**src/rtl/core/ack_retransmit_table_core_defines.svh**
```systemverilog
// ----------------------------------------------------------------------------
// Assertion macros shared by the retransmit table modules.
// Each macro samples on clk and is disabled while arst_n is low.
// ----------------------------------------------------------------------------
`ifndef ACK_RETRANSMIT_TABLE_CORE_DEFINES_SVH
`define ACK_RETRANSMIT_TABLE_CORE_DEFINES_SVH

// The consequent must hold in the same cycle as the antecedent.
`define ART_ASSERT_IMP(label, ante, cons) \
	label: assert property (@(posedge clk) disable iff (!arst_n) (ante) |-> (cons)) \
		else $error("retransmit table assertion failed");

// The consequent must hold in the cycle after the antecedent.
`define ART_ASSERT_NXT(label, ante, cons) \
	label: assert property (@(posedge clk) disable iff (!arst_n) (ante) |=> (cons)) \
		else $error("retransmit table assertion failed");

`endif

```
**src/rtl/core/art_pkg.sv**
```systemverilog
// ----------------------------------------------------------------------------
// art_pkg
// Field widths, operation and event codes, and the control types shared by
// the retransmit table controller and datapath.
// ----------------------------------------------------------------------------
package art_pkg;

	localparam int OP_W       = 2;
	localparam int ID_W       = 16;
	localparam int TIME_W     = 16;
	localparam int TRY_W      = 4;
	localparam int KIND_W     = 3;
	localparam int SLOT_OUT_W = 4;
	localparam int CFG_W      = 16;
	localparam int CFG_IDX_W  = 1;

	localparam logic [OP_W-1:0] OP_SEND    = 2'd0;
	localparam logic [OP_W-1:0] OP_CONFIRM = 2'd1;
	localparam logic [OP_W-1:0] OP_TICK    = 2'd2;
	localparam logic [OP_W-1:0] OP_NONE    = 2'd3;

	localparam logic [KIND_W-1:0] EV_STORED    = 3'd0;
	localparam logic [KIND_W-1:0] EV_FULL      = 3'd1;
	localparam logic [KIND_W-1:0] EV_CONFIRMED = 3'd2;
	localparam logic [KIND_W-1:0] EV_NOMATCH   = 3'd3;
	localparam logic [KIND_W-1:0] EV_RESEND    = 3'd4;
	localparam logic [KIND_W-1:0] EV_DROPPED   = 3'd5;
	localparam logic [KIND_W-1:0] EV_TICKDONE  = 3'd6;

	localparam logic [CFG_IDX_W-1:0] CFG_RETRY_LIMIT = 1'b0;
	localparam logic [CFG_IDX_W-1:0] CFG_TIMEOUT_MS  = 1'b1;

	localparam logic [TRY_W-1:0]  RETRY_RESET   = 4'd3;
	localparam logic [TIME_W-1:0] TIMEOUT_RESET = 16'd250;

	// One table entry as held in the slot memory.
	typedef struct packed {
		logic [ID_W-1:0]   id;
		logic [TIME_W-1:0] remain_ms;
		logic [TRY_W-1:0]  tries;
	} art_slot_t;

	// Commands from the controller to the datapath.
	typedef struct packed {
		logic load;
		logic rd_en;
		logic eval_en;
		logic send_en;
		logic final_en;
	} art_cmd_t;

	// Status from the datapath to the controller.
	typedef struct packed {
		logic eval_emit;
		logic eval_match;
		logic out_free;
	} art_sts_t;

endpackage

```
**src/rtl/core/art_req_if.sv**
```systemverilog
// ----------------------------------------------------------------------------
// art_req_if
// Request channel of the retransmit table: operation, message id and
// elapsed time, with a valid/ready handshake.
// ----------------------------------------------------------------------------
interface art_req_if import art_pkg::*; ();

	logic              valid;
	logic              ready;
	logic [OP_W-1:0]   operation;
	logic [ID_W-1:0]   message_id;
	logic [TIME_W-1:0] elapsed_ms;

	modport source (output valid, output operation, output message_id, output elapsed_ms,
		input ready);
	modport sink (input valid, input operation, input message_id, input elapsed_ms,
		output ready);

endinterface

```
**src/rtl/core/art_evt_if.sv**
```systemverilog
// ----------------------------------------------------------------------------
// art_evt_if
// Event channel of the retransmit table: one or more events per request,
// with a valid/ready handshake.
// ----------------------------------------------------------------------------
interface art_evt_if import art_pkg::*; ();

	logic                  valid;
	logic                  ready;
	logic [KIND_W-1:0]     event_kind;
	logic [ID_W-1:0]       event_id;
	logic [SLOT_OUT_W-1:0] slot_index;
	logic                  last_of_run;

	modport source (output valid, output event_kind, output event_id, output slot_index,
		output last_of_run, input ready);
	modport sink (input valid, input event_kind, input event_id, input slot_index,
		input last_of_run, output ready);

endinterface

```
**src/rtl/core/art_dp.sv**
```systemverilog
// ----------------------------------------------------------------------------
// art_dp
// Datapath of the retransmit table: configuration registers, request
// register, slot valid bits, slot memory, slot evaluation and event register.
// ----------------------------------------------------------------------------
`include "ack_retransmit_table_core_defines.svh"

module art_dp import art_pkg::*; #(
	parameter int TABLE_SLOTS = 16,
	parameter int IDX_W       = 4
) (
	input  logic                  clk,
	input  logic                  arst_n,
	input  logic                  cfg_we,
	input  logic [CFG_IDX_W-1:0]  cfg_index,
	input  logic [CFG_W-1:0]      cfg_wdata,
	input  logic [OP_W-1:0]       req_operation,
	input  logic [ID_W-1:0]       req_message_id,
	input  logic [TIME_W-1:0]     req_elapsed_ms,
	input  art_cmd_t              cmd,
	input  logic [IDX_W-1:0]      rd_addr,
	input  logic [IDX_W-1:0]      eval_idx,
	output art_sts_t              sts,
	output logic                  evt_valid,
	input  logic                  evt_ready,
	output logic [KIND_W-1:0]     evt_kind,
	output logic [ID_W-1:0]       evt_id,
	output logic [SLOT_OUT_W-1:0] evt_slot,
	output logic                  evt_last
);

	logic [TRY_W-1:0]       retry_q;
	logic [TIME_W-1:0]      timeout_q;
	logic [OP_W-1:0]        op_q;
	logic [ID_W-1:0]        id_q;
	logic [TIME_W-1:0]      elapsed_q;
	logic [TABLE_SLOTS-1:0] valid_q;
	art_slot_t              slot_mem [TABLE_SLOTS];
	art_slot_t              rd_data_s1;

	logic                   free_found;
	logic [IDX_W-1:0]       free_idx;
	logic                   cur_valid;
	logic                   expired;
	logic                   has_tries;
	logic                   match;
	logic [TIME_W-1:0]      reload;
	logic                   wr_en;
	logic [IDX_W-1:0]       wr_addr;
	art_slot_t              wr_data;
	logic                   emit;
	logic [KIND_W-1:0]      emit_kind;
	logic [ID_W-1:0]        emit_id;
	logic [SLOT_OUT_W-1:0]  emit_slot;
	logic                   emit_last;
	logic                   evt_valid_q;
	logic [KIND_W-1:0]      evt_kind_q;
	logic [ID_W-1:0]        evt_id_q;
	logic [SLOT_OUT_W-1:0]  evt_slot_q;
	logic                   evt_last_q;

	always_ff @(posedge clk or negedge arst_n) begin
		if (!arst_n) begin
			retry_q   <= RETRY_RESET;
			timeout_q <= TIMEOUT_RESET;
		end else if (cfg_we) begin
			unique case (cfg_index)
				CFG_RETRY_LIMIT: retry_q   <= cfg_wdata[TRY_W-1:0];
				CFG_TIMEOUT_MS:  timeout_q <= cfg_wdata[TIME_W-1:0];
			endcase
		end
	end

	always_ff @(posedge clk) begin
		if (cmd.load) begin
			op_q      <= req_operation;
			id_q      <= req_message_id;
			elapsed_q <= req_elapsed_ms;
		end
	end

	// Lowest free slot for a send.
	always_comb begin
		free_found = 1'b0;
		free_idx   = '0;
		for (int i = TABLE_SLOTS - 1; i >= 0; i--) begin
			if (!valid_q[i]) begin
				free_found = 1'b1;
				free_idx   = IDX_W'(i);
			end
		end
	end

	// Evaluation of the slot whose entry is held in the read register rd_data_s1.
	always_comb begin
		cur_valid      = valid_q[eval_idx];
		expired        = cur_valid && (rd_data_s1.remain_ms < elapsed_q);
		has_tries      = (rd_data_s1.tries != '0);
		match          = cur_valid && (rd_data_s1.id == id_q);
		reload         = (timeout_q > elapsed_q) ? (timeout_q - elapsed_q) : '0;
		sts.eval_match = (op_q == OP_CONFIRM) && match;
		sts.eval_emit  = (op_q == OP_TICK) ? expired : sts.eval_match;
		sts.out_free   = !evt_valid_q || evt_ready;
	end

	always_comb begin
		wr_en   = 1'b0;
		wr_addr = eval_idx;
		wr_data = rd_data_s1;
		if (cmd.send_en && free_found) begin
			wr_en   = 1'b1;
			wr_addr = free_idx;
			wr_data = '{id: id_q, remain_ms: timeout_q, tries: retry_q};
		end else if (cmd.eval_en && (op_q == OP_TICK) && cur_valid) begin
			if (!expired) begin
				wr_en             = 1'b1;
				wr_data.remain_ms = rd_data_s1.remain_ms - elapsed_q;
			end else if (has_tries) begin
				wr_en             = 1'b1;
				wr_data.remain_ms = reload;
				wr_data.tries     = rd_data_s1.tries - TRY_W'(1);
			end
		end
	end

	always_ff @(posedge clk) begin
		if (wr_en) begin
			slot_mem[wr_addr] <= wr_data;
		end
	end

	always_ff @(posedge clk) begin
		if (cmd.rd_en) begin
			rd_data_s1 <= slot_mem[rd_addr];
		end
	end

	always_ff @(posedge clk or negedge arst_n) begin
		if (!arst_n) begin
			valid_q <= '0;
		end else if (cmd.send_en && free_found) begin
			valid_q[free_idx] <= 1'b1;
		end else if (cmd.eval_en && ((op_q == OP_TICK && expired && !has_tries) ||
				(op_q == OP_CONFIRM && match))) begin
			valid_q[eval_idx] <= 1'b0;
		end
	end

	always_comb begin
		emit      = 1'b0;
		emit_kind = EV_TICKDONE;
		emit_id   = '0;
		emit_slot = '0;
		emit_last = 1'b1;
		priority if (cmd.send_en) begin
			emit      = 1'b1;
			emit_kind = free_found ? EV_STORED : EV_FULL;
			emit_id   = id_q;
			emit_slot = free_found ? SLOT_OUT_W'(free_idx) : '0;
		end else if (cmd.eval_en && sts.eval_emit) begin
			emit      = 1'b1;
			emit_id   = rd_data_s1.id;
			emit_slot = SLOT_OUT_W'(eval_idx);
			if (op_q == OP_CONFIRM) begin
				emit_kind = EV_CONFIRMED;
			end else begin
				emit_kind = has_tries ? EV_RESEND : EV_DROPPED;
				emit_last = 1'b0;
			end
		end else if (cmd.final_en) begin
			emit      = 1'b1;
			emit_kind = (op_q == OP_TICK) ? EV_TICKDONE : EV_NOMATCH;
			emit_id   = (op_q == OP_TICK) ? '0 : id_q;
		end else begin
			emit      = 1'b0;
		end
	end

	always_ff @(posedge clk or negedge arst_n) begin
		if (!arst_n) begin
			evt_valid_q <= 1'b0;
		end else if (emit) begin
			evt_valid_q <= 1'b1;
		end else if (evt_ready) begin
			evt_valid_q <= 1'b0;
		end
	end

	always_ff @(posedge clk) begin
		if (emit) begin
			evt_kind_q <= emit_kind;
			evt_id_q   <= emit_id;
			evt_slot_q <= emit_slot;
			evt_last_q <= emit_last;
		end
	end

	assign evt_valid = evt_valid_q;
	assign evt_kind  = evt_kind_q;
	assign evt_id    = evt_id_q;
	assign evt_slot  = evt_slot_q;
	assign evt_last  = evt_last_q;

	`ART_ASSERT_IMP(a_emit_has_room, emit, sts.out_free)
	`ART_ASSERT_NXT(a_send_marks_slot, cmd.send_en && free_found, valid_q[$past(free_idx)])
	`ART_ASSERT_NXT(a_confirm_frees_slot, cmd.eval_en && sts.eval_match, !valid_q[$past(eval_idx)])

endmodule

```
**src/rtl/core/art_ctrl.sv**
```systemverilog
// ----------------------------------------------------------------------------
// art_ctrl
// Controller of the retransmit table: request dispatch, the slot sweep
// counter with its one-deep read stage, and event issue under backpressure.
// ----------------------------------------------------------------------------
`include "ack_retransmit_table_core_defines.svh"

module art_ctrl import art_pkg::*; #(
	parameter int TABLE_SLOTS = 16,
	parameter int IDX_W       = 4,
	parameter int CNT_W       = 5
) (
	input  logic             clk,
	input  logic             arst_n,
	input  logic             req_valid,
	input  logic [OP_W-1:0]  req_operation,
	output logic             req_ready,
	input  art_sts_t         sts,
	output art_cmd_t         cmd,
	output logic [IDX_W-1:0] rd_addr,
	output logic [IDX_W-1:0] eval_idx
);

	localparam logic [1:0] ST_IDLE  = 2'd0;
	localparam logic [1:0] ST_SEND  = 2'd1;
	localparam logic [1:0] ST_SCAN  = 2'd2;
	localparam logic [1:0] ST_FINAL = 2'd3;

	logic [1:0]       state_q;
	logic [1:0]       state_d;
	logic [CNT_W-1:0] rd_cnt_q;
	logic [CNT_W-1:0] rd_cnt_d;
	logic             eval_vld_s1;
	logic             eval_vld_d;
	logic [IDX_W-1:0] eval_idx_s1;
	logic [IDX_W-1:0] eval_idx_d;
	logic             more;
	logic             stall;
	logic [2:0]       issue_cmds;
	logic             scan_start;
	logic             scan_clean;
	logic             sweep_done;

	always_comb begin
		cmd        = '0;
		state_d    = state_q;
		rd_cnt_d   = rd_cnt_q;
		eval_vld_d = eval_vld_s1;
		eval_idx_d = eval_idx_s1;
		more       = (rd_cnt_q != CNT_W'(TABLE_SLOTS));
		// An evaluated slot that has an event to give waits for the event register.
		stall      = eval_vld_s1 && sts.eval_emit && !sts.out_free;
		unique case (state_q)
			ST_IDLE: begin
				if (req_valid) begin
					cmd.load = 1'b1;
					unique case (req_operation)
						OP_SEND: state_d = ST_SEND;
						OP_CONFIRM, OP_TICK: begin
							state_d    = ST_SCAN;
							rd_cnt_d   = '0;
							eval_vld_d = 1'b0;
						end
						OP_NONE: state_d = ST_IDLE;
					endcase
				end
			end
			ST_SEND: begin
				if (sts.out_free) begin
					cmd.send_en = 1'b1;
					state_d     = ST_IDLE;
				end
			end
			ST_SCAN: begin
				if (!stall) begin
					cmd.eval_en = eval_vld_s1;
					cmd.rd_en   = more;
					eval_vld_d  = more;
					eval_idx_d  = rd_cnt_q[IDX_W-1:0];
					if (more) begin
						rd_cnt_d = rd_cnt_q + CNT_W'(1);
					end
					// A confirm ends at its first match; the slot read behind it is dropped.
					if (eval_vld_s1 && sts.eval_match) begin
						state_d    = ST_IDLE;
						eval_vld_d = 1'b0;
					end else if (!more) begin
						state_d = ST_FINAL;
					end
				end
			end
			ST_FINAL: begin
				if (sts.out_free) begin
					cmd.final_en = 1'b1;
					state_d      = ST_IDLE;
				end
			end
		endcase
	end

	always_ff @(posedge clk or negedge arst_n) begin
		if (!arst_n) begin
			state_q     <= ST_IDLE;
			rd_cnt_q    <= '0;
			eval_vld_s1 <= 1'b0;
		end else begin
			state_q     <= state_d;
			rd_cnt_q    <= rd_cnt_d;
			eval_vld_s1 <= eval_vld_d;
		end
	end

	always_ff @(posedge clk) begin
		eval_idx_s1 <= eval_idx_d;
	end

	assign req_ready  = (state_q == ST_IDLE);
	assign rd_addr    = rd_cnt_q[IDX_W-1:0];
	assign eval_idx   = eval_idx_s1;
	assign issue_cmds = {cmd.send_en, cmd.eval_en, cmd.final_en};
	assign scan_start = (state_q == ST_IDLE) && req_valid &&
		(req_operation == OP_CONFIRM || req_operation == OP_TICK);
	assign scan_clean = (state_q == ST_SCAN) && (rd_cnt_q == '0) && !eval_vld_s1;
	assign sweep_done = (rd_cnt_q == CNT_W'(TABLE_SLOTS)) && !eval_vld_s1;

	`ART_ASSERT_IMP(a_one_issue, 1'b1, $onehot0(issue_cmds))
	`ART_ASSERT_NXT(a_scan_starts_clean, scan_start, scan_clean)
	`ART_ASSERT_IMP(a_final_after_sweep, state_q == ST_FINAL, sweep_done)

endmodule

```
**src/rtl/core/ack_retransmit_table_core.sv**
```systemverilog
// ----------------------------------------------------------------------------
// ack_retransmit_table_core
// Table of sent messages awaiting confirmation, with per-slot timeout and
// retry countdown.
// ----------------------------------------------------------------------------
// Requests enter on req (valid/ready): send registers a message id in the
// lowest free slot, confirm frees the lowest matching slot, tick ages every
// slot by elapsed_ms. Events leave on evt (valid/ready); last_of_run marks
// the final event of each request. cfg_we/cfg_index/cfg_wdata write the retry
// limit (index 0) and the timeout (index 1); the user must write them only
// while no request is in flight, which the block itself does not enforce.
// A send gives its one event at the same edge at which the block is ready
// again. Confirm and tick sweep the slot memory through its single read
// port, one slot per cycle while no event stalls; a confirm is never longer
// than a tick, shorter on a match. Resend and drop events appear during the
// sweep. Reset clears every slot valid bit and loads retry limit 3 and
// timeout 250; no clearing pass is needed. A stalled event receiver halts the
// sweep at the slot that waits to report; the event register lets the block
// accept the next request while the final event is still waiting.
// ----------------------------------------------------------------------------
module ack_retransmit_table_core import art_pkg::*; #(
	parameter int TABLE_SLOTS = 16
) (
	input  logic                 clk,
	input  logic                 arst_n,
	input  logic                 cfg_we,
	input  logic [CFG_IDX_W-1:0] cfg_index,
	input  logic [CFG_W-1:0]     cfg_wdata,
	art_req_if.sink              req,
	art_evt_if.source            evt
);

	localparam int IDX_W = (TABLE_SLOTS > 1) ? $clog2(TABLE_SLOTS) : 1;
	localparam int CNT_W = $clog2(TABLE_SLOTS + 1);

	art_cmd_t         cmd;
	art_sts_t         sts;
	logic [IDX_W-1:0] rd_addr;
	logic [IDX_W-1:0] eval_idx;

	art_ctrl #(
		.TABLE_SLOTS (TABLE_SLOTS),
		.IDX_W       (IDX_W),
		.CNT_W       (CNT_W)
	) u_ctrl (
		.clk           (clk),
		.arst_n        (arst_n),
		.req_valid     (req.valid),
		.req_operation (req.operation),
		.req_ready     (req.ready),
		.sts           (sts),
		.cmd           (cmd),
		.rd_addr       (rd_addr),
		.eval_idx      (eval_idx)
	);

	art_dp #(
		.TABLE_SLOTS (TABLE_SLOTS),
		.IDX_W       (IDX_W)
	) u_dp (
		.clk            (clk),
		.arst_n         (arst_n),
		.cfg_we         (cfg_we),
		.cfg_index      (cfg_index),
		.cfg_wdata      (cfg_wdata),
		.req_operation  (req.operation),
		.req_message_id (req.message_id),
		.req_elapsed_ms (req.elapsed_ms),
		.cmd            (cmd),
		.rd_addr        (rd_addr),
		.eval_idx       (eval_idx),
		.sts            (sts),
		.evt_valid      (evt.valid),
		.evt_ready      (evt.ready),
		.evt_kind       (evt.event_kind),
		.evt_id         (evt.event_id),
		.evt_slot       (evt.slot_index),
		.evt_last       (evt.last_of_run)
	);

endmodule
```
**src/flat_wrapper.sv**
```systemverilog
// flat-port wrapper written by rule: the top's interface ports become plain ports
module ack_retransmit_table_core_flat import art_pkg::*;
#(
	parameter int TABLE_SLOTS = 16
)
  (clk, arst_n, cfg_we, cfg_index, cfg_wdata, req_valid, req_operation, req_message_id, req_elapsed_ms, req_ready, evt_valid, evt_event_kind, evt_event_id, evt_slot_index, evt_last_of_run, evt_ready);
  art_req_if req_i ();
  art_evt_if evt_i ();
  input  logic clk;
  input  logic arst_n;
  input  logic cfg_we;
  input  logic [CFG_IDX_W-1:0] cfg_index;
  input  logic [CFG_W-1:0] cfg_wdata;
  input wire logic [$bits(req_i.valid)-1:0] req_valid;
  input wire logic [$bits(req_i.operation)-1:0] req_operation;
  input wire logic [$bits(req_i.message_id)-1:0] req_message_id;
  input wire logic [$bits(req_i.elapsed_ms)-1:0] req_elapsed_ms;
  output wire logic [$bits(req_i.ready)-1:0] req_ready;
  output wire logic [$bits(evt_i.valid)-1:0] evt_valid;
  output wire logic [$bits(evt_i.event_kind)-1:0] evt_event_kind;
  output wire logic [$bits(evt_i.event_id)-1:0] evt_event_id;
  output wire logic [$bits(evt_i.slot_index)-1:0] evt_slot_index;
  output wire logic [$bits(evt_i.last_of_run)-1:0] evt_last_of_run;
  input wire logic [$bits(evt_i.ready)-1:0] evt_ready;
  assign req_i.valid = req_valid;
  assign req_i.operation = req_operation;
  assign req_i.message_id = req_message_id;
  assign req_i.elapsed_ms = req_elapsed_ms;
  assign req_ready = req_i.ready;
  assign evt_valid = evt_i.valid;
  assign evt_event_kind = evt_i.event_kind;
  assign evt_event_id = evt_i.event_id;
  assign evt_slot_index = evt_i.slot_index;
  assign evt_last_of_run = evt_i.last_of_run;
  assign evt_i.ready = evt_ready;
  ack_retransmit_table_core #(.TABLE_SLOTS(TABLE_SLOTS)) u_core (.clk(clk), .arst_n(arst_n), .cfg_we(cfg_we), .cfg_index(cfg_index), .cfg_wdata(cfg_wdata), .req(req_i), .evt(evt_i));
endmodule
```
**config.mk**
```make
export PLATFORM = sky130hd
export DESIGN_NAME = ack_retransmit_table_core_flat
export DESIGN_NICKNAME = d
export VERILOG_FILES = /design/src/rtl/core/art_pkg.sv /design/src/rtl/core/art_req_if.sv /design/src/rtl/core/art_evt_if.sv /design/src/rtl/core/art_dp.sv /design/src/rtl/core/art_ctrl.sv /design/src/rtl/core/ack_retransmit_table_core.sv /design/src/flat_wrapper.sv
export VERILOG_INCLUDE_DIRS = /design/src /design/src/rtl/core
export SDC_FILE = /design/constraint.sdc
export NUM_CORES = 1
export LEC_CHECK = 0
export CAP_MARGIN = 30
export CORE_ASPECT_RATIO = 1.2
export CORE_MARGIN = 2
export CORE_UTILIZATION = 35
export DETAILED_ROUTE_END_ITERATION = 16
export DONT_BUFFER_PORTS = 1
export PLACE_DENSITY = 0.55
export SLEW_MARGIN = 10
export SYNTH_ARGS = -nofsm -noshare
export SYNTH_HDL_FRONTEND = slang
export SYNTH_SLANG_ARGS = --single-unit
export TNS_END_PERCENT = 30
```
**constraint.sdc**
```tcl
create_clock -name clk -period 5.5 [get_ports clk]
set_input_delay 1.1 -clock clk [delete_from_list [all_inputs] [get_ports clk]]
set_output_delay 1.1 -clock clk [all_outputs]
set_load 0.03 [all_outputs]
```
==> impl_results.md, run 1 <==
- RSZ-0062 raised after global routing: no
- Post-synth top area cell: edfxtp_1
- Final hold violations: 0
- Die Ht: approximately 320 um
- Vias in the first global route: approximately 16000
- HP Class: primary input to async pin
- Worst reg2reg path startpoint: u_core.u_dp.elapsed_q[0]$_DFFE_PP_
- Post-synth net total: 1669
- Post-DP HPWL: about 48000 um
- Design Area, Final: between 0.03 and 0.04 mm^2
- Placed inst area: between 0.03 and 0.04 mm^2
- CTS H-tree lvls: 3
- Primary FF master, synth: edfxtp_1
- Total CTS buffers: 74
- Synth top cells by count: 674 x edfxtp_1, 184 x mux4_2, 99 x nand2_1, 49 x clkbuf_1, 47 x nor2_1
- CP Launch Type: register
- P_leak: ~11 nW
- IO Pins: 82
- Peak supply drop: ~370 uV
- WP data required: between 5 and 6 ns
- P per Cell Area: 566 mW/mm^2
- Post-route DRC: 0
- Setup WS post-layout: between 0.6 and 0.7 ns
- Vias: about 15000
- Largest net degree at the start of global routing: about 150
- DRT Pass-1 Iters: 5
- Post-DR wirelength/cell: 26.3 um
- Number of post-CTS setup repair buffers: 0
- Clock Tree Root: clkbuf_16
- Endpoint class of the critical path: register
- Worst-path cell chain: ha_1 -> fa_1 -> nor2b_1 -> o31ai_2 -> a211o_1 -> a21oi_1 -> nor2_2 -> a221oi_4 -> a32oi_1 -> nor2_4 -> buf_12
- Die width: approximately 270 um
- Fin. max-slew vios: 0
- Core region area: approximately 0.084 mm^2
- Top-area cell type share of the netlist area: 0.680
- CP max-delay cell: nor2_4
- Vias/cell: about 5.4
- Top cells by area, synth: edfxtp_1 68%, mux4_2 14%, dfrtp_1 3.1%
- Final Total Pwr: 0.0191 W
- Cell family with most CP delay: compound AO/OA/AOI/OAI gates
- Initial antenna violation count: 4
- Final net count: 1731
- Setup slack at placement: ~0.74 ns
- Critical path type: register to register
- Core Rows: around 120
- Syn Std Cell Area: 0.0297 mm^2
- GRT Overall Usage: 0.170
- Clock Sinks: around 720
- Post-CTS Resized: 0
- Flop2flop setup slack: around 0.69 ns
- Status: completed
- Worst Max-Slew Pin Slew: approximately 1.0 ns
- Max frequency: 208 MHz
- Cts hold-fix bufs: 0
- EDFF count, synth: between 600 and 700
- R2R Path End: u_core.u_dp.slot_mem[5][9]$_DFFE_PP_
- Post-synthesis cell type count: 71
- Seq/Total Area, Yosys: 0.719
- Period utilization: 0.874
- Worst-path clk slew: roughly 0.070 ns
- Post-DRT Antenna Nets: 0
- Clock Tree Buf Depth: 3
- Final WL: ~74000 um
- Starting density of the core: 0.352
- Synth Warn #: 0
- Ant diodes: 0
- Die ar.: a little under 0.09 mm^2
- Mapped Avg Cell Area: ~19 um^2
- Most common cell in the netlist: edfxtp_1
- CP Buf/Inv Count: 1
- TritonCTS clock tree: built
- Worst-skew pair later-pin latency: 0.63 ns
- R2R cell count: 11
- Layout cells sized above 1: 0.240
- Global-route wire length before repair: 109000 um
- PortBufs: 0
- Fin crit period: a little under 5 ns
- Worst rel slew slack: 0.309
- DR iter-0 viols: around 1400
- CP peak stage delay: 0.65 ns
- Clock skew: roughly 0.024 ns
- Gate Count Post-Synth: between 1500 and 2000
- Area growth syn-to-layout: 13.8%
- Gpl congestion: ~0.86
- Crit path max fanout: 24
- Setup violators final: 0
- Async set-reset flop share out of synthesis: 0.0626
- Synth Register Bits: between 700 and 800
- WP data arrival: a little over 5 ns
- Congestion Overflow GR: 0
- Max-cap violations: 0
==> cells by family after synthesis <==
group           count (synthesis)  share of synthesized area
fa+ha+maj                      38                     0.0165
compound gates                198                     0.0472
simple gates                  268                     0.0441
flops                         719                      0.719
xor+xnor                       38                     0.0112
buf+inv                       107                     0.0140
mux                           207                      0.148
==> worst reg2reg max path, stage by stage (launching register included) <==
cell,delay [ns]
edfxtp_1,0.40
ha_1,0.25
fa_1,0.41
nor2b_1,0.20
o31ai_2,0.11
a211o_1,0.29
a21oi_1,0.59
nor2_2,0.36
a221oi_4,0.55
a32oi_1,0.37
nor2_4,0.65
buf_12,0.30
==> layer usage <==
layer	wire, um	track usage	share of wire	up-vias
met2	37800	0.297	0.51	494
met3	4150	0.0315	0.056	146
met1	29500	0.209	0.40	8130
met5	44	0	0.00059	-
met4	2670	0.0694	0.036	6
li1	-	-	-	6569
==> cell usage in the layout, fill, tap and decap left out, types with 18 or more instances in the layout <==
cell | netlist | layout
edfxtp_1 | 674 | 674
clkbuf_16 | 0 | 77
dfrtp_1 | 37 | 33
nand2_1 | 99 | 99
nor2_1 | 47 | 39
mux4_2 | 184 | 184
xnor2_1 | 24 | 24
inv_1 | 40 | 40
buf_4 | 0 | 46
a21oi_1 | 28 | 25
ha_1 | 36 | 36
o21ai_0 | 45 | 45
mux2_2 | 21 | 21
a22o_1 | 18 | 18
nor3_1 | 24 | 20
==> stage by stage <==
stage | setup TNS, ns | hold slack, ns | cells | util
after floorplan | -54.24 | 0.423 | 1575 | -
after global placement | 0 | 0.494 | 2689 | 0.373
after detailed placement | 0 | 0.509 | 2689 | 0.373
after CTS | 0 | 0.141 | 2818 | 0.400
after global routing | 0 | 0.150 | 2820 | 0.401
final | 0 | 0.180 | 2820 | 0.401
==> flip-flops by register name, summed over array words and instances, names as in the netlist <==
name                       count
u_core.u_ctrl.eval_idx         4
u_core.u_ctrl.rd_cnt_q         5
u_core.u_ctrl.eval_vld_s1      1
u_core.u_dp.retry_q            4
u_core.u_dp.evt_id            16
u_core.u_dp.evt_kind           3
u_core.u_dp.timeout_q         16
u_core.u_dp.valid_q           16
u_core.u_dp.elapsed_q         16
u_core.u_dp.evt_valid          1
u_core.u_dp.evt_last           1
u_core.u_dp.slot_mem         576
u_core.u_dp.op_q               2
u_core.u_dp.evt_slot           4
u_core.u_dp.rd_data_s1        36
u_core.u_ctrl.state_q          2
u_core.u_dp.id_q              16
==> cell type report <==
class,count,area [um^2]
Clock buffer,93,1990
Clock inverter,36,327
Fill cell,7514,50600
Inverter,40,150
Multi-Input combinational cell,749,8090
Sequential cell,719,21400
Tap cell,1130,1410
Timing Repair Buffer,53,493
==> report_power, final <==
part           switching (W)  leakage [nW]  internal, W  total (W)
clock                0.00207          1.10      0.00280    0.00487
sequential          0.000568          6.63      0.00774    0.00831
combinational        0.00368          3.13      0.00228    0.00596
==> how the worst max path moves through the flow <==
stage	startpoint	endpoint	slack, ns	cells past startpoint
6_report	u_core.u_dp.elapsed_q[0]$_DFFE_PP_	u_core.u_dp.slot_mem[5][9]$_DFFE_PP_	0.69	11
5_1_grt	u_core.u_dp.elapsed_q[0]$_DFFE_PP_	u_core.u_dp.slot_mem[5][9]$_DFFE_PP_	0.46	11
4_1_cts	u_core.u_dp.elapsed_q[0]$_DFFE_PP_	u_core.u_dp.slot_mem[5][9]$_DFFE_PP_	0.71	11
3_5_place_dp	u_core.u_dp.elapsed_q[0]$_DFFE_PP_	u_core.u_dp.slot_mem[5][9]$_DFFE_PP_	0.74	11
3_3_place_gp	u_core.u_dp.elapsed_q[0]$_DFFE_PP_	u_core.u_dp.slot_mem[5][9]$_DFFE_PP_	0.76	11
2_1_floorplan	u_core.u_dp.elapsed_q[0]$_DFFE_PP_	u_core.u_dp.slot_mem[15][0]$_DFFE_PP_	-0.33	10
No activity file was read; power rests on OpenSTA's default activity.
==> run 2, diff against run 1 <==
--- a/config.mk
+++ b/config.mk
@@ -13,5 +13,5 @@
 export DETAILED_ROUTE_END_ITERATION = 16
 export DONT_BUFFER_PORTS = 1
-export PLACE_DENSITY = 0.55
+export PLACE_DENSITY = 0.54
 export SLEW_MARGIN = 10
 export SYNTH_ARGS = -nofsm -noshare
==> constraint.sdc (replaced) <==
create_clock -name clk -period 5.5 [get_ports clk]
set_input_delay 0.55 -clock clk [delete_from_list [all_inputs] [get_ports clk]]
set_output_delay 0.55 -clock clk [all_outputs]
set_load 0.03 [all_outputs]
==> run 2 against run 1 <==
Against the previous run:
- flip-flop and latch count did not move
- highest routed layer is now met4
- non-clock buffer count is 7 higher
- largest cell class unchanged
- critical path type unchanged
- critical path depth is the same
- worst hold slack got worse by 0.14 ns
- routed wire length is 2.6% lower
==> impl_results.md, run 2 (synthesis results as in run 1) <==
- Register area: 0.0214 mm^2 (unchanged)
- R2R cell count: 11 (unchanged)
- DR iter-0 viols: 1257 (was 1380)
- Layout cells sized above 1: 0.240 (about the same)
- Max frequency: 220 MHz (was 208 MHz)
- Regs by FF count: u_core.u_dp.slot_mem: 576 flops, u_core.u_dp.rd_data_s1: 36 flops (unchanged)
- P per Cell Area: 559 mW/mm^2 (was 566 mW/mm^2)
- Clock Sinks: 719 (unchanged)
- Worst-path cell chain: ha_1 -> fa_1 -> nor2b_1 -> o31ai_2 -> a211o_1 -> a21oi_1 -> nor2_2 -> a221oi_4 -> a21oi_1 -> nor2_4 -> buf_4 (was ha_1 -> fa_1 -> nor2b_1 -> o31ai_2 -> a211o_1 -> a21oi_1 -> nor2_2 -> a221oi_4 -> a32oi_1 -> nor2_4 -> buf_12)
- Clock Tree Root: clkbuf_16 (unchanged)
- Fin util: 0.403 (was 0.401)
- Die width: 270 um (unchanged)
- Most frequent cells in the layout: 674 x edfxtp_1, 184 x mux4_2, 99 x nand2_1, 76 x clkbuf_16, 45 x o21ai_0 (was 674 x edfxtp_1, 184 x mux4_2, 99 x nand2_1, 77 x clkbuf_16, 46 x buf_4)
- Fillers: 7475 (was 7514)
- Fin. max-slew vios: 0 (unchanged)
- Setup_tns: 0 ns (unchanged)
- RSZ-0062 raised after global routing: no (unchanged)
- Die ar.: 0.0874 mm^2 (unchanged)
- Most common cell after layout, fill and taps aside: edfxtp_1 (unchanged)
- Number of post-CTS setup repair buffers: 0 (unchanged)
- Worst-skew pair later-pin latency: 0.61 ns (was 0.63 ns)
- R2R Path End: u_core.u_dp.slot_mem[12][28]$_DFFE_PP_ (was u_core.u_dp.slot_mem[5][9]$_DFFE_PP_)
- Most frequent CP cell: a21oi_1
- Critical path endpoint: u_core.u_dp.slot_mem[12][28]$_DFFE_PP_ (was u_core.u_dp.slot_mem[5][9]$_DFFE_PP_)
- Worst rel slew slack: 0.354 (was 0.309)
- PortBufs: 0 (unchanged)
- HP Class: primary input to register (was primary input to async pin)
- Clock skew: 0.0232 ns (was 0.0242 ns)
- CP max-delay cell: buf_4 (was nor2_4)
- CP peak stage delay: 0.61 ns (was 0.65 ns)
- Crit path max fanout: 36 (was 24)
- Setup violators final: 0 (unchanged)
- TritonCTS clock tree: built (unchanged)
- Clock Tree Buf Depth: 3 (unchanged)
- WP data required: 5.72 ns (was 5.80 ns)
- Flop2flop setup slack: 0.94 ns (was 0.69 ns)
- Die Ht: 323 um (unchanged)
- Worst Max-Slew Pin Slew: 0.969 ns (was 1.04 ns)
- Post-DRT Antenna Nets: 0 (unchanged)
- Congestion Overflow GR: 0 (unchanged)
- P_leak: 10.9 nW (about the same)
- Global-route wire length before repair: 107000 um (was 109000 um)
- Post-DR wirelength/cell: 25.6 um (was 26.3 um)
- CP Launch Type: register (unchanged)
- Post-route DRC: 0 (unchanged)
- Worst-path clk slew: 0.06 ns (was 0.07 ns)
- Core region area: 0.0845 mm^2 (unchanged)
- Multi-input logic area: 0.00809 mm^2 (unchanged)
- Peak supply drop: 288 uV (was 372 uV)
- Initial antenna violation count: 2 (was 4)
- Starting density of the core: 0.352 (unchanged)
- DRT Pass-1 Iters: 5 (unchanged)
- Endpoint class of the critical path: register (unchanged)
- CTS H-tree lvls: 3 (unchanged)
- Gpl congestion: 0.868 (was 0.857)
- Max reg flops: 576 (unchanged)
- IO Pins: 82 (unchanged)
- Largest net degree at the start of global routing: 91 (was 149)
- Vias in the first global route: 15900 (was 16100)
- Final WL: 72300 um (was 74200 um)
- Post-DP HPWL: 43800 um (was 47900 um)
- Final hold violations: 0 (unchanged)
- Total CTS buffers: 73 (was 74)
- GRT Overall Usage: 0.166 (was 0.170)
- Vias/cell: 5.39 (was 5.44)
- Worst Setup SP: u_core.u_dp.elapsed_q[0]$_DFFE_PP_ (unchanged)
- Critical path type: register to register (unchanged)
- Largest reg by FF count: u_core.u_dp.slot_mem (unchanged)
- Final net count: 1737 (was 1731)
- Max-cap violations: 0 (unchanged)
- Status: completed (unchanged)
- Core Rows: 117 (unchanged)
- Area growth syn-to-layout: 14.3% (was 13.8%)
- Period utilization: 0.828 (was 0.874)
- Worst reg2reg path startpoint: u_core.u_dp.elapsed_q[0]$_DFFE_PP_ (unchanged)
- WP data arrival: 4.78 ns (was 5.11 ns)
- Fin crit period: 4.56 ns (was 4.81 ns)
- Vias: 15200 (was 15300)
[run 2: cell types whose count changed in the layout (fill, tap and decap cells not counted), moves of 2 or more]
| cell | delta |
|---|---|
| diode_2 | +3 |
| dlygate4sd3_1 | +13 |
| buf_12 | +5 |
| clkinv_1 | -4 |
| inv_6 | -2 |
| clkinvlp_4 | -2 |
| buf_4 | -11 |
| clkinv_2 | +12 |
| clkinv_4 | -3 |
| bufinv_16 | +2 |
| clkbuf_1 | -8 |
[run 2: critical path, delay by kind of cell (launching register included)]
family | cells | cell delay, ns
compound gates | 5 | 1.78
fa+ha+maj | 2 | 0.66
buf+inv | 1 | 0.61
flops | 1 | 0.41
simple gates | 3 | 0.70
[run 2: where the power goes]
group	leakage [nW]	switching [W]	total [W]	internal, W
clock	1.14	0.00203	0.00487	0.00284
combinational	3.16	0.00344	0.00571	0.00227
sequential	6.63	0.000699	0.00844	0.00774
total	10.9	0.00617	0.0190	0.0128
[run 2: final cells by class]
cell class,instances,share of cell area
Multi-Input combinational cell,749,0.238
Timing Repair Buffer,60,0.0188
Clock inverter,40,0.0114
Inverter,40,0.00441
Sequential cell,719,0.629
Antenna cell,3,0.000221
Clock buffer,84,0.0568
Tap cell,1130,0.0416
[run 2: per-stage QoR]
step                      std cells  power [W]  area [um^2]  setup WS [ns]  hold slack (ns)
after floorplan                1575     0.0122        29800         -0.326            0.254
after global placement         2683     0.0142        31500          0.923            0.255
after detailed placement       2683     0.0143        31500          0.894            0.255
after CTS                      2821     0.0192        34000          0.875         0.000706
after global routing           2824     0.0199        34000          0.599           0.0114
final                          2825     0.0190        34000          0.945           0.0411
[run 2: how the worst min path moves through the flow]
stage / endpoint / startpoint / cells past startpoint
floorplan: u_core.u_ctrl.eval_vld_s1$_DFFE_PN0P_ / arst_n / 0
global placement: u_core.u_dp.timeout_q[11]$_DFFE_PN0P_ / arst_n / 0
detailed placement: u_core.u_dp.timeout_q[9]$_DFFE_PN0P_ / arst_n / 0
CTS: u_core.u_dp.elapsed_q[12]$_DFFE_PP_ / req_elapsed_ms[12] / 0
global route: u_core.u_dp.elapsed_q[12]$_DFFE_PP_ / req_elapsed_ms[12] / 0
finish: u_core.u_dp.elapsed_q[12]$_DFFE_PP_ / req_elapsed_ms[12] / 0
[run 2: routing by layer]
metal  GRT usage  vias up  wire length (um)  part of all wire
met5           0        -                 0                 0
met1       0.217     8164             31000              0.43
met2       0.282      371             36600              0.51
li1            -     6587                 -                 -
met4      0.0593        0              1780             0.025
met3      0.0231      101              2910             0.040
[run 2: what timing repair did]
| action | CTS | global route |
|---|---|---|
| gates resized for setup | 0 | 0 |
| hold endpoints to repair | 57 | 0 |
| hold buffers | 14 | 0 |
| setup endpoints to repair | 0 | 0 |
==> run 3, diff against run 2 <==
clock period = 3.8 ns   (was 5.5 ns; I/O delays follow)
==> run 3 against run 2 <==
Against the previous run:
- global-route usage increased by 0.81 points
- critical path depth decreased by 2
- routed wire length increased by 4.7%
- final cell count rose by 3.4%
- worst hold slack improved by 0.0060 ns
- clock power increased by 47%
- first-iteration DRC count increased by 17%
- sequential share of layout area down 2.2 points
- clock skew grew 0.0051 ns
- critical endpoint is now u_core.u_dp.slot_mem[15][9]$_DFFE_PP_
- largest cell class unchanged
==> impl_results.md, run 3 (synthesis results as in run 1) <==
- Status: completed (unchanged)
- CP Buf/Inv Count: 2 (was 1)
- P_leak: 11.5 nW (was 10.9 nW)
- Worst-path clk slew: 0.06 ns (about the same)
- Post-DP HPWL: 47700 um (was 43800 um)
- Starting density of the core: 0.352 (unchanged)
- Flop2flop setup slack: 0.12 ns (was 0.94 ns)
- Regs by FF count: u_core.u_dp.slot_mem: 576 flops, u_core.u_dp.rd_data_s1: 36 flops (unchanged)
- Clock skew: 0.0282 ns (was 0.0232 ns)
- WP data required: 4.07 ns (was 5.72 ns)
- Hold_sp: evt_ready (was req_elapsed_ms[12])
- Worst reg2reg path startpoint: u_core.u_ctrl.eval_idx[3]$_DFFE_PP_ (was u_core.u_dp.elapsed_q[0]$_DFFE_PP_)
- Congestion Overflow GR: 0 (unchanged)
- Setup violators final: 0 (unchanged)
- Post-DRT Antenna Nets: 0 (unchanged)
- Max frequency: 272 MHz (was 220 MHz)
- Most common cell after layout, fill and taps aside: edfxtp_1 (unchanged)
- Vias in the first global route: 16400 (was 15900)
- Final WL: 75700 um (was 72300 um)
- CP peak stage delay: 0.63 ns (was 0.61 ns)
- Layout cells sized above 1: 0.264 (was 0.240)
- Worst rel slew slack: 0.426 (was 0.354)
- Clock Tree Buf Depth: 3 (unchanged)
- Setup WS post-layout: 0.124 ns (was 0.945 ns)
- WP data arrival: 3.95 ns (was 4.78 ns)
- CP max-delay cell: mux4_1 (was buf_4)
- R2R Path End: u_core.u_dp.slot_mem[15][9]$_DFFE_PP_ (was u_core.u_dp.slot_mem[12][28]$_DFFE_PP_)
- GRT Overall Usage: 0.174 (was 0.166)
- Post-route DRC: 0 (unchanged)
- Fin util: 0.417 (was 0.403)
- Initial antenna violation count: 0 (was 2)
- Core region area: 0.0845 mm^2 (unchanged)
- Fillers: 7368 (was 7475)
- CP Launch Type: register (unchanged)
- Crit path max fanout: 36 (unchanged)
- Largest net degree at the start of global routing: 102 (was 91)
- Gpl congestion: 0.847 (was 0.868)
- Placed cell count: 2739 (was 2683)
- Vias: 15700 (was 15200)
- P per Cell Area: 805 mW/mm^2 (was 559 mW/mm^2)
- Vias/cell: 5.37 (was 5.39)
- Area growth syn-to-layout: 18.5% (was 14.3%)
- RSZ-0062 raised after global routing: yes (was no)
- Final Total Pwr: 0.0284 W (was 0.0190 W)
- Total CTS buffers: 74 (was 73)
- Cell family with most CP delay: multiplexers (was compound AO/OA/AOI/OAI gates)
- Most frequent cells in the layout: 674 x edfxtp_1, 184 x mux4_2, 99 x nand2_1, 74 x clkbuf_16, 66 x buf_4 (was 674 x edfxtp_1, 184 x mux4_2, 99 x nand2_1, 76 x clkbuf_16, 45 x o21ai_0)
- Peak supply drop: 381 uV (was 288 uV)
- Post-route insts no fill: 2922 (was 2825)
- Endpoint class of the critical path: register (unchanged)
- Core Rows: 117 (unchanged)
- Clock Sinks: 719 (unchanged)
- DR iter-0 viols: 1474 (was 1257)
- CP Depth: 9 (was 11)
- Post-DR wirelength/cell: 25.9 um (was 25.6 um)
- Worst Setup SP: u_core.u_ctrl.eval_idx[3]$_DFFE_PP_ (was u_core.u_dp.elapsed_q[0]$_DFFE_PP_)
- Max reg flops: 576 (unchanged)
- Clock Tree Root: clkbuf_16 (unchanged)
- Die width: 270 um (unchanged)
- HP Class: primary input to register (unchanged)
- Ant diodes: 0 (was 3)
- Worst-path cell chain: mux4_1 -> mux4_2 -> nand3b_4 -> o21ai_2 -> a221oi_4 -> buf_4 -> a21oi_4 -> nor3b_4 -> buf_12 (was ha_1 -> fa_1 -> nor2b_1 -> o31ai_2 -> a211o_1 -> a21oi_1 -> nor2_2 -> a221oi_4 -> a21oi_1 -> nor2_4 -> buf_4)
- DRT Pass-1 Iters: 5 (unchanged)
- Fin crit period: 3.68 ns (was 4.56 ns)
- Hold Path Cell Cnt: 2 (was 0)
- Die ar.: 0.0874 mm^2 (unchanged)
- Period utilization: 0.967 (was 0.828)
- Critical path type: register to register (unchanged)
- TritonCTS clock tree: built (unchanged)
- Largest reg by FF count: u_core.u_dp.slot_mem (unchanged)
- Global-route wire length before repair: 112000 um (was 107000 um)
- Critical path endpoint: u_core.u_dp.slot_mem[15][9]$_DFFE_PP_ (was u_core.u_dp.slot_mem[12][28]$_DFFE_PP_)
- R2R cell count: 9 (was 11)
- Worst-skew pair later-pin latency: 0.62 ns (was 0.61 ns)
- CTS H-tree lvls: 3 (unchanged)
- Setup slack at placement: 0.0769 ns (was 0.894 ns)
- Final hold violations: 0 (unchanged)
- Worst Max-Slew Pin Slew: 0.861 ns (was 0.969 ns)
- Max-cap violations: 0 (unchanged)
- PortBufs: 0 (unchanged)
- IO Pins: 82 (unchanged)
- Fin. max-slew vios: 0 (unchanged)
- Die Ht: 323 um (unchanged)
- Final net count: 1833 (was 1737)
-- run 3: cell types whose count changed in the layout (fill, tap and decap cells not counted), moves of 3 or more --
cell,previous run,this run
buf_12,11,31
diode_2,3,0
clkinv_4,0,5
nor3_4,0,4
buf_4,35,66
clkinv_2,14,6
nor3b_2,3,0
a221o_2,0,3
clkinv_1,12,15
nor3_2,4,0
nor3b_4,1,4
dlygate4sd3_1,13,52
buf_6,0,3
-- run 3: layout make-up --
cell class	instances	area [um^2]	share of cell area
inverters	40	150	0.00426
clock buffers	84	1890	0.0536
well taps	1130	1410	0.0401
multi-input cells	750	8210	0.233
repair buffers	154	1730	0.0490
clock inverters	45	474	0.0135
flip-flops and latches	719	21400	0.607
-- run 3: worst register-to-register path: stages (launching register included) --
cell      delay, ns
edfxtp_1       0.61
mux4_1         0.63
mux4_2         0.58
nand3b_4       0.18
o21ai_2        0.11
a221oi_4       0.28
buf_4          0.18
a21oi_4        0.15
nor3b_4        0.28
buf_12         0.32
-- run 3: worst min path at each step --
stage	endpoint	slack, ns
floorplan	u_core.u_ctrl.eval_vld_s1$_DFFE_PN0P_	0.08
global route	u_core.u_ctrl.state_q[1]$_DFFE_PN0P_	0.06
CTS	u_core.u_ctrl.state_q[0]$_DFFE_PN0P_	0.01
finish	u_core.u_ctrl.state_q[0]$_DFFE_PN0P_	0.05
detailed placement	u_core.u_dp.timeout_q[9]$_DFFE_PN0P_	0.09
global placement	u_core.u_dp.timeout_q[9]$_DFFE_PN0P_	0.09
-- run 3: report_power, final --
part	total (W)	switching [W]	internal, W	leakage, nW
logic	0.00924	0.00546	0.00378	3.74
registers	0.0120	0.000802	0.0112	6.63
clock network	0.00714	0.00305	0.00408	1.14
-- run 3: metal layers --
layer  GRT usage  up-vias  part of all wire  routed length, um
met4      0.0454        0             0.018               1370
met3      0.0211       88             0.047               3580
met1       0.226     8350              0.42              31800
li1            -     6799                 -                  -
met5           0        -                 0                  0
met2       0.308      450              0.51              39000
-- run 3: repair_timing --
item,in CTS,in global routing
gates resized for setup,0,11
hold buffers,53,0
setup buffers,0,0
endpoints found under the hold margin,100,0
endpoints found under the setup margin,0,345
-- run 3: per-stage QoR --
stage | TNS (ns) | instance area [um^2] | hold slack, ns
after floorplan | -26.24 | 29900 | 0.0844
after global placement | 0 | 32300 | 0.0860
after detailed placement | 0 | 32300 | 0.0862
after CTS | 0 | 35200 | 0.0127
after global routing | -0.182 | 35200 | 0.0564
final | 0 | 35200 | 0.0471
